[src/lbad_pkg.sv]
// ----------------------------------------------------------------------------
// lbad_pkg
// Shared types and constants for the line box average decimator.
// ----------------------------------------------------------------------------
package lbad_pkg;

  localparam int unsigned CH_W          = 8;
  localparam int unsigned SUM_W         = 16;
  localparam int unsigned NUM_CH        = 3;
  localparam int unsigned MAX_GROUP_DEF = 255;
  localparam logic [7:0]  GROUP_RESET   = 8'd2;

  typedef struct packed {
    logic [CH_W-1:0] red_in;
    logic [CH_W-1:0] green_in;
    logic [CH_W-1:0] blue_in;
    logic            line_end;
  } in_pixel_t;

  typedef struct packed {
    logic [CH_W-1:0] red_avg;
    logic [CH_W-1:0] green_avg;
    logic [CH_W-1:0] blue_avg;
    logic            line_done;
  } out_pixel_t;

  // Commands from the controller to the datapath.
  typedef struct packed {
    logic accept;
    logic div_step;
    logic load_out;
  } lbad_cmd_t;

  // Status from the datapath to the controller.
  typedef struct packed {
    logic close;
  } lbad_sts_t;

endpackage

[src/lbad_ctrl.sv]
// ----------------------------------------------------------------------------
// lbad_ctrl
// Controller: accepts pixels, sequences the divider and fills the output slot.
// ----------------------------------------------------------------------------
module lbad_ctrl
  import lbad_pkg::*;
(
  input  logic      clk,
  input  logic      rst,
  input  logic      src_valid,
  output logic      src_ready,
  output logic      dst_valid,
  input  logic      dst_ready,
  input  lbad_sts_t sts,
  output lbad_cmd_t cmd
);

  localparam logic [1:0] ST_IDLE = 2'd0;
  localparam logic [1:0] ST_DIV  = 2'd1;
  localparam logic [1:0] ST_WAIT = 2'd2;

  logic [1:0] state;
  logic [1:0] state_next;
  logic [2:0] step;
  logic       slot_free;

  assign src_ready = (state == ST_IDLE);
  assign slot_free = !dst_valid || dst_ready;

  always_comb begin
    state_next   = state;
    cmd.accept   = 1'b0;
    cmd.div_step = 1'b0;
    cmd.load_out = 1'b0;
    case (state)
      ST_IDLE: begin
        cmd.accept = src_valid;
        if (src_valid && sts.close) begin
          state_next = ST_DIV;
        end
      end
      ST_DIV: begin
        cmd.div_step = 1'b1;
        if (step == 3'd7) begin
          state_next = ST_WAIT;
        end
      end
      ST_WAIT: begin
        if (slot_free) begin
          cmd.load_out = 1'b1;
          state_next   = ST_IDLE;
        end
      end
      default: begin
        state_next = ST_IDLE;
      end
    endcase
  end

  always_ff @(posedge clk) begin
    if (rst) begin
      state     <= ST_IDLE;
      step      <= 3'd0;
      dst_valid <= 1'b0;
    end else begin
      state <= state_next;
      if (cmd.div_step) begin
        step <= step + 3'd1;
      end else begin
        step <= 3'd0;
      end
      if (cmd.load_out) begin
        dst_valid <= 1'b1;
      end else if (dst_ready) begin
        dst_valid <= 1'b0;
      end
    end
  end

endmodule

[src/lbad_dp.sv]
// ----------------------------------------------------------------------------
// lbad_dp
// Datapath: channel accumulators, run counter, three restoring dividers
// sharing one schedule, and the output register.
// ----------------------------------------------------------------------------
module lbad_dp
  import lbad_pkg::*;
#(
  parameter int unsigned MAX_GROUP = MAX_GROUP_DEF
) (
  input  logic       clk,
  input  logic       rst,
  input  logic       cfg_we,
  input  logic [7:0] cfg_wdata,
  input  in_pixel_t  src_pixel,
  input  lbad_cmd_t  cmd,
  output lbad_sts_t  sts,
  output out_pixel_t dst_pixel
);

  localparam logic [7:0] GROUP_CAP = (MAX_GROUP > 255) ? 8'd255 : 8'(MAX_GROUP);

  logic [7:0]                     group_size;
  logic [7:0]                     eff_group;
  logic [7:0]                     run_count;
  logic [8:0]                     count;
  logic [NUM_CH-1:0][SUM_W-1:0]   sum;
  logic [NUM_CH-1:0][SUM_W-1:0]   sum_next;
  logic [NUM_CH-1:0][CH_W-1:0]    pix;
  logic [NUM_CH-1:0][SUM_W-1:0]   rem;
  logic [NUM_CH-1:0][CH_W-1:0]    quo;
  logic [NUM_CH-1:0]              ge;
  logic [SUM_W-2:0]               div_shift;
  logic                           last_flag;

  assign pix = {src_pixel.red_in, src_pixel.green_in, src_pixel.blue_in};

  always_comb begin
    if (group_size == 8'd0) begin
      eff_group = 8'd1;
    end else if (group_size > GROUP_CAP) begin
      eff_group = GROUP_CAP;
    end else begin
      eff_group = group_size;
    end
  end

  // A run never holds more than 255 pixels, so the count fits in eight bits
  // once the run has closed.
  assign count     = {1'b0, run_count} + 9'd1;
  assign sts.close = (count >= {1'b0, eff_group}) || src_pixel.line_end;

  always_comb begin
    for (int c = 0; c < NUM_CH; c++) begin
      sum_next[c] = sum[c] + {{(SUM_W-CH_W){1'b0}}, pix[c]};
      ge[c]       = rem[c] >= {1'b0, div_shift};
    end
  end

  always_ff @(posedge clk) begin
    if (rst) begin
      group_size <= GROUP_RESET;
      run_count  <= 8'd0;
      sum        <= '0;
    end else begin
      if (cfg_we) begin
        group_size <= cfg_wdata;
      end
      if (cmd.accept) begin
        if (sts.close) begin
          run_count <= 8'd0;
          sum       <= '0;
        end else begin
          run_count <= count[7:0];
          sum       <= sum_next;
        end
      end
    end
  end

  // The quotient is below 256 because every sum is at most 255 times its
  // count, so eight compare-and-subtract steps from the top bit suffice.
  always_ff @(posedge clk) begin
    if (cmd.accept && sts.close) begin
      rem       <= sum_next;
      quo       <= '0;
      div_shift <= {count[7:0], 7'd0};
      last_flag <= src_pixel.line_end;
    end else if (cmd.div_step) begin
      for (int c = 0; c < NUM_CH; c++) begin
        if (ge[c]) begin
          rem[c] <= rem[c] - {1'b0, div_shift};
        end
        quo[c] <= {quo[c][CH_W-2:0], ge[c]};
      end
      div_shift <= div_shift >> 1;
    end
  end

  always_ff @(posedge clk) begin
    if (cmd.load_out) begin
      dst_pixel.red_avg   <= quo[2];
      dst_pixel.green_avg <= quo[1];
      dst_pixel.blue_avg  <= quo[0];
      dst_pixel.line_done <= last_flag;
    end
  end

endmodule

[src/line_box_average_decimator_core.sv]
// ----------------------------------------------------------------------------
// line_box_average_decimator_core
// Box-filter downscaler for one line of RGB pixels.
// ----------------------------------------------------------------------------
// Pixels of a line are summed per channel in runs of group_size (zero acts as
// one, values above MAX_GROUP are clamped); a run closes when it is full or at
// the pixel flagged line_end, and one pixel holding the truncated mean of each
// channel is sent out. A pixel that does not close a run is taken at once.
// A pixel that closes a run starts a shared eight-step restoring divider,
// and no further pixel is taken until the divider has finished and its
// result has been loaded into the output slot, which waits until the previous
// result has been transferred; a waiting result thus holds up the next run.
module line_box_average_decimator_core
  import lbad_pkg::*;
#(
  parameter int unsigned MAX_GROUP = MAX_GROUP_DEF
) (
  input  logic       clk,
  input  logic       rst,
  input  logic       cfg_we,
  input  logic [7:0] cfg_wdata,
  input  logic       src_valid,
  output logic       src_ready,
  input  in_pixel_t  src_pixel,
  output logic       dst_valid,
  input  logic       dst_ready,
  output out_pixel_t dst_pixel
);

  lbad_cmd_t cmd;
  lbad_sts_t sts;

  lbad_ctrl u_ctrl (
    .clk       (clk),
    .rst       (rst),
    .src_valid (src_valid),
    .src_ready (src_ready),
    .dst_valid (dst_valid),
    .dst_ready (dst_ready),
    .sts       (sts),
    .cmd       (cmd)
  );

  lbad_dp #(
    .MAX_GROUP (MAX_GROUP)
  ) u_dp (
    .clk       (clk),
    .rst       (rst),
    .cfg_we    (cfg_we),
    .cfg_wdata (cfg_wdata),
    .src_pixel (src_pixel),
    .cmd       (cmd),
    .sts       (sts),
    .dst_pixel (dst_pixel)
  );

  // A new result never overwrites one that has not been transferred.
  a_load_slot_free: assert property (@(posedge clk) disable iff (rst)
    cmd.load_out |-> (!dst_valid || dst_ready))
    else $error("result loaded over a pending result");

  // A pixel that closes a run blocks input while the divider runs.
  a_close_blocks: assert property (@(posedge clk) disable iff (rst)
    (src_valid && src_ready && sts.close) |=> !src_ready)
    else $error("input taken while divider busy");

  // Output valid only rises after a result load.
  a_valid_from_load: assert property (@(posedge clk) disable iff (rst)
    $rose(dst_valid) |-> $past(cmd.load_out))
    else $error("output valid without a loaded result");

endmodule
[config.mk]
export PLATFORM = sky130hd
export DESIGN_NAME = line_box_average_decimator_core
export DESIGN_NICKNAME = d
export VERILOG_FILES = /design/src/lbad_pkg.sv /design/src/lbad_ctrl.sv /design/src/lbad_dp.sv /design/src/line_box_average_decimator_core.sv
export SDC_FILE = /design/constraint.sdc
export NUM_CORES = 1
export LEC_CHECK = 0
export ABC_AREA = 1
export BUFFER_PORTS_ARGS = -buffer_cell sky130_fd_sc_hd__clkbuf_2
export CAP_MARGIN = 20
export CORE_MARGIN = 2
export CORE_UTILIZATION = 48
export CTS_CLUSTER_DIAMETER = 150
export CTS_CLUSTER_SIZE = 14
export DETAILED_ROUTE_END_ITERATION = 12
export MAX_ROUTING_LAYER = met4
export PLACE_DENSITY = 0.65
export SLEW_MARGIN = 10
export SYNTH_ARGS = -nofsm -noshare
export SYNTH_HDL_FRONTEND = slang
export SYNTH_SLANG_ARGS = --single-unit
[constraint.sdc]
create_clock -name clk -period 4.6 [get_ports clk]
set_input_delay 0.92 -clock clk [delete_from_list [all_inputs] [get_ports clk]]
set_output_delay 0.92 -clock clk [all_outputs]
set_load 0.02 [all_outputs]
==> results.txt <==
- Status: complete, no violations
- Final hold vios: 0
- Headroom to the max-slew limit came out at 30.6%.
- CTS buffer count: 17
- Warnings, synthesis: 0
* Hold Worst Slack: 0.425 ns
- Netlist area before placement: 11,500 sq um
* RSZ-0062 raised after global routing: false
- Data arrives at the worst endpoint at 4.03 ns.
* WL final: between 20,000 and 30,000 um
- Clock buffer depth: 2
- Routability-driven placement finished with a final weighted congestion of 0.945.
* Library cell contributing the largest single delay on the critical path: inv_2
- Overall fraction of global-route tracks in use: 23.9%
- The H-tree was split into 4 levels.
- Summing all placed instances gives a cell area of around 12,000 sq um.
* Period utilisation layout: between 80 and 90%
- Detailed Place HPWL: 21,600 um
- The synthesized design contains 82 enable-type register cells.
- Syn nets: 1,705
- Wire length of the first global-routing pass: about 48,000 um
- Pin count of the biggest net entering global routing: 69
- Post-CTS setup repair buffer count: 0
* Number of DRC markers in iteration 0: 778
* Max FO, Critical Path: 59
- Pwr dens: slightly below 500 nW/um^2
* Final ANT Viol Nets: 0
- Leak Pwr: 5.77 nW
* Die Span Y: 159 um
- The cell family contributing the most delay on the critical path is simple AND/OR/NAND/NOR gates.
* Critical path data required time: 4.92 ns
* Maximum resistive drop on vdd: 0.286 mV
- During placement, the flow inserted port buffers numbering 64.
- TritonCTS built the clock tree.
- After routing the design area is 12,700 sq um.
- At the end of the flow the core is filled with cells to a little over half.
* Worst-case clock skew: roughly 0.012 ns
* Avg Synthesized Cell Area: 7.29 sq um
* Horizontal die dimension: 159 um
- TNS Setup: 0 ns
* Proportion of synthesized chip area in sequential cells: 38.9%
- Clock tree synthesis found a total of 183 sinks.
- Combined area of the multi-input logic cells: 6170 sq um
- Counting tap cells, the placed design contains a total of around 1,900 instances.
* Final min period: around 3.7 ns
* Final-report max-slew violation count: 0
- Nature of the critical path startpoint: flop
- The via count of the first global-routing pass is 9,568.
- The finished layout holds 1,959 standard cells, fillers aside.
* Kind of capture point of the worst setup path: flop
- Primary FF master, synth: dfxtp_1
- The tool flagged a number of max-cap violations equal to 0.
* Synth-to-Final Area Change: 10.5%
- Fmax: 0.269 GHz
- Grt total ovfl: 0
* Share of async-settable or async-resettable flops after synthesis: 0%
* List of cells traversed by the critical path: ha_1 > nand2_1 > nor2_2 > nand2_1 > nor2_2 > nor2_1 > ha_1 > nand2_1 > inv_1 > nand2_1 > nand3_1 > nand2_1 > nand2_4 > nand2_2 > inv_2 > buf_4 > nor2_1
- The critical path in this run is classified as flop to flop.
- The core region is 23,500 sq um.
* Distinct cells, synth: 39
* Layout fillers: 2,308
- Number of antenna cells inserted: 0
- On the worst path, the slowest cell contributes a delay of between 0.8 and 0.9 ns.
- Counting both buffers and inverters, the worst setup path holds a total of 3.
- After floorplanning, the core was divided into 56 placement rows.
* Worst-margin pin slew: between 1 and 1.5 ns
- After detailed routing, the number of vias per cell comes to 5.34.
* Cells after synthesis: 1,581
* Flip-flop and latch count after synthesis: 183
- In the final routed layout, each cell accounts on average for 15.0 um.
- Clock latency on the worst-skew pair: 0.43 ns
- For this design the top-level I/O count stands at 65.
* CTS resizes: 0
- The path class of the tightest hold or removal check is flop to flop.
- Effective utilization at floorplan: approximately 50%
* Clock slew seen by the registers of the worst setup and hold paths: 0.08 ns
* Cell repeated most along the worst path: nand2_1
* Die ar.: 25,300 sq um
* Via count: 10,469
- Number of antenna violations at the first check in global routing: 0
- For this run, design rule violations remaining after detail routing come to 0.
- The number of hold buffers added after CTS was 0.
* Nets@finish: 1,751
- The post-route netlist has about 7.1% of its cells at a drive strength greater than 1.
- The root buffer cell chosen for the clock tree is clkbuf_16.
* Reg area: 4480 sq um
- Setup violations remaining at the end of the flow were counted as 0.
- The first TritonRoute pass finished after 5 iterations.
==> synthesized netlist by cell type (2+ instances only) <==
| cell | n | area, sq um |
|---|---|---|
| ha_1 | 80 | 1000 |
| a21boi_0 | 4 | 30.0 |
| clkinv_1 | 2 | 7.51 |
| o31ai_1 | 2 | 15.0 |
| o22ai_1 | 2 | 12.5 |
| a31oi_1 | 4 | 25.0 |
| and2_1 | 5 | 31.3 |
| nand3_1 | 74 | 370 |
| nand3b_1 | 6 | 45.0 |
| xnor2_1 | 22 | 193 |
| nand2b_1 | 2 | 12.5 |
| nor2_1 | 125 | 469 |
| fa_1 | 6 | 120 |
| a21o_1 | 2 | 15.0 |
| nand4_1 | 63 | 394 |
| clkbuf_1 | 36 | 135 |
| a21oi_1 | 133 | 666 |
| nand2_1 | 482 | 1810 |
| buf_4 | 5 | 37.5 |
| o21bai_1 | 3 | 22.5 |
| o21ai_0 | 99 | 495 |
| nor2_2 | 2 | 12.5 |
| inv_1 | 174 | 653 |
| edfxtp_1 | 82 | 2460 |
| o21ai_1 | 4 | 20.0 |
| xor2_1 | 27 | 236 |
| nor3_1 | 16 | 80.1 |
| buf_2 | 7 | 35.0 |
| dfxtp_1 | 101 | 2020 |
| and3_1 | 2 | 12.5 |
==> routing by layer <==
metal | up-vias | share of wire [%] | track usage [%]
met1 | 4808 | 49 | 33.2
met2 | 287 | 43 | 36.0
met4 | 0 | 2.0 | 7.07
li1 | 5330 | - | -
met3 | 44 | 5.5 | 3.87
met5 | - | 0 | -
==> report_power, final <==
| group | internal, W | leakage, nW | switching [W] |
|---|---|---|---|
| Sequential | 0.00208 | 1.60 | 0.000120 |
| Clock | 0.000805 | 0.296 | 0.000713 |
| Combinational | 0.000891 | 3.87 | 0.00157 |
| Total | 0.00378 | 5.77 | 0.00240 |
==> worst reg2reg max path: cells and delay by family, from the launching register on <==
kind,cells,cell delay (ns)
buffers and inverters,3,1.29
AND/OR/NAND/NOR,12,1.36
flip-flops,1,0.42
adder cells (fa/ha/maj),2,0.52
==> layout by cell type (no fill, tap or decap), types with 63 or more instances in the layout <==
cell and instances:
nand3_1 74, a21oi_1 133, nor2_1 124, clkbuf_2 64
nand4_1 63, ha_1 80, o21ai_0 99, inv_1 174
nand2_1 481, edfxtp_1 82, dfxtp_1 101
==> path summary, 6_finish.rpt <==
kind | slack (ns) | endpoint | start | cells past startpoint
setup / recovery | 0.89 | u_dp.div_shift[1] | u_dp.run_count[0] | 17
hold / removal | 0.42 | u_ctrl.step[0] | u_ctrl.step[0] | 1
setup reg to reg | 0.89 | u_dp.div_shift[1] | u_dp.run_count[0] | 17
hold reg to reg | 0.42 | u_ctrl.step[0] | u_ctrl.step[0] | 1
==> registers in the layout, indices dropped and copies added (netlist names) <==
signal	count
u_ctrl.state	2
u_ctrl.dst_valid	1
u_dp.last_flag	1
u_ctrl.step	3
u_dp.sum	48
u_dp.run_count	8
u_dp.group_size	8
u_dp.dst_pixel	25
u_dp.div_shift	15
u_dp.quo	24
u_dp.rem	48
==> cells by family (layout without fill, tap and decap cells) <==
group / count (synthesis) / count (layout) / synth area share, %
simple gates: 781 / 781 / 28.4
compound gates: 257 / 257 / 11.7
buf+inv: 225 / 284 / 7.57
flops: 183 / 183 / 38.9
fa+ha+maj: 86 / 86 / 9.73
xor+xnor: 49 / 49 / 3.73
==> cell type report <==
type / count / share of cell area, %
flip-flops and latches: 183 / 35.2
repair buffers: 75 / 3.22
multi-input cells: 1173 / 48.5
clock buffers: 19 / 3.56
well taps: 319 / 3.13
inverters: 177 / 5.22
clock inverters: 13 / 1.19
==> stage by stage <==
stage | total power [W] | setup WS [ns]
6_report | 0.00618 | 0.889
2_1_floorplan | 0.00406 | 1.72
3_5_place_dp | 0.00464 | 0.959
4_1_cts | 0.00617 | 0.918
3_3_place_gp | 0.00463 | 1.07
5_1_grt | 0.00661 | 0.614
(Power assumes the default switching activity.)
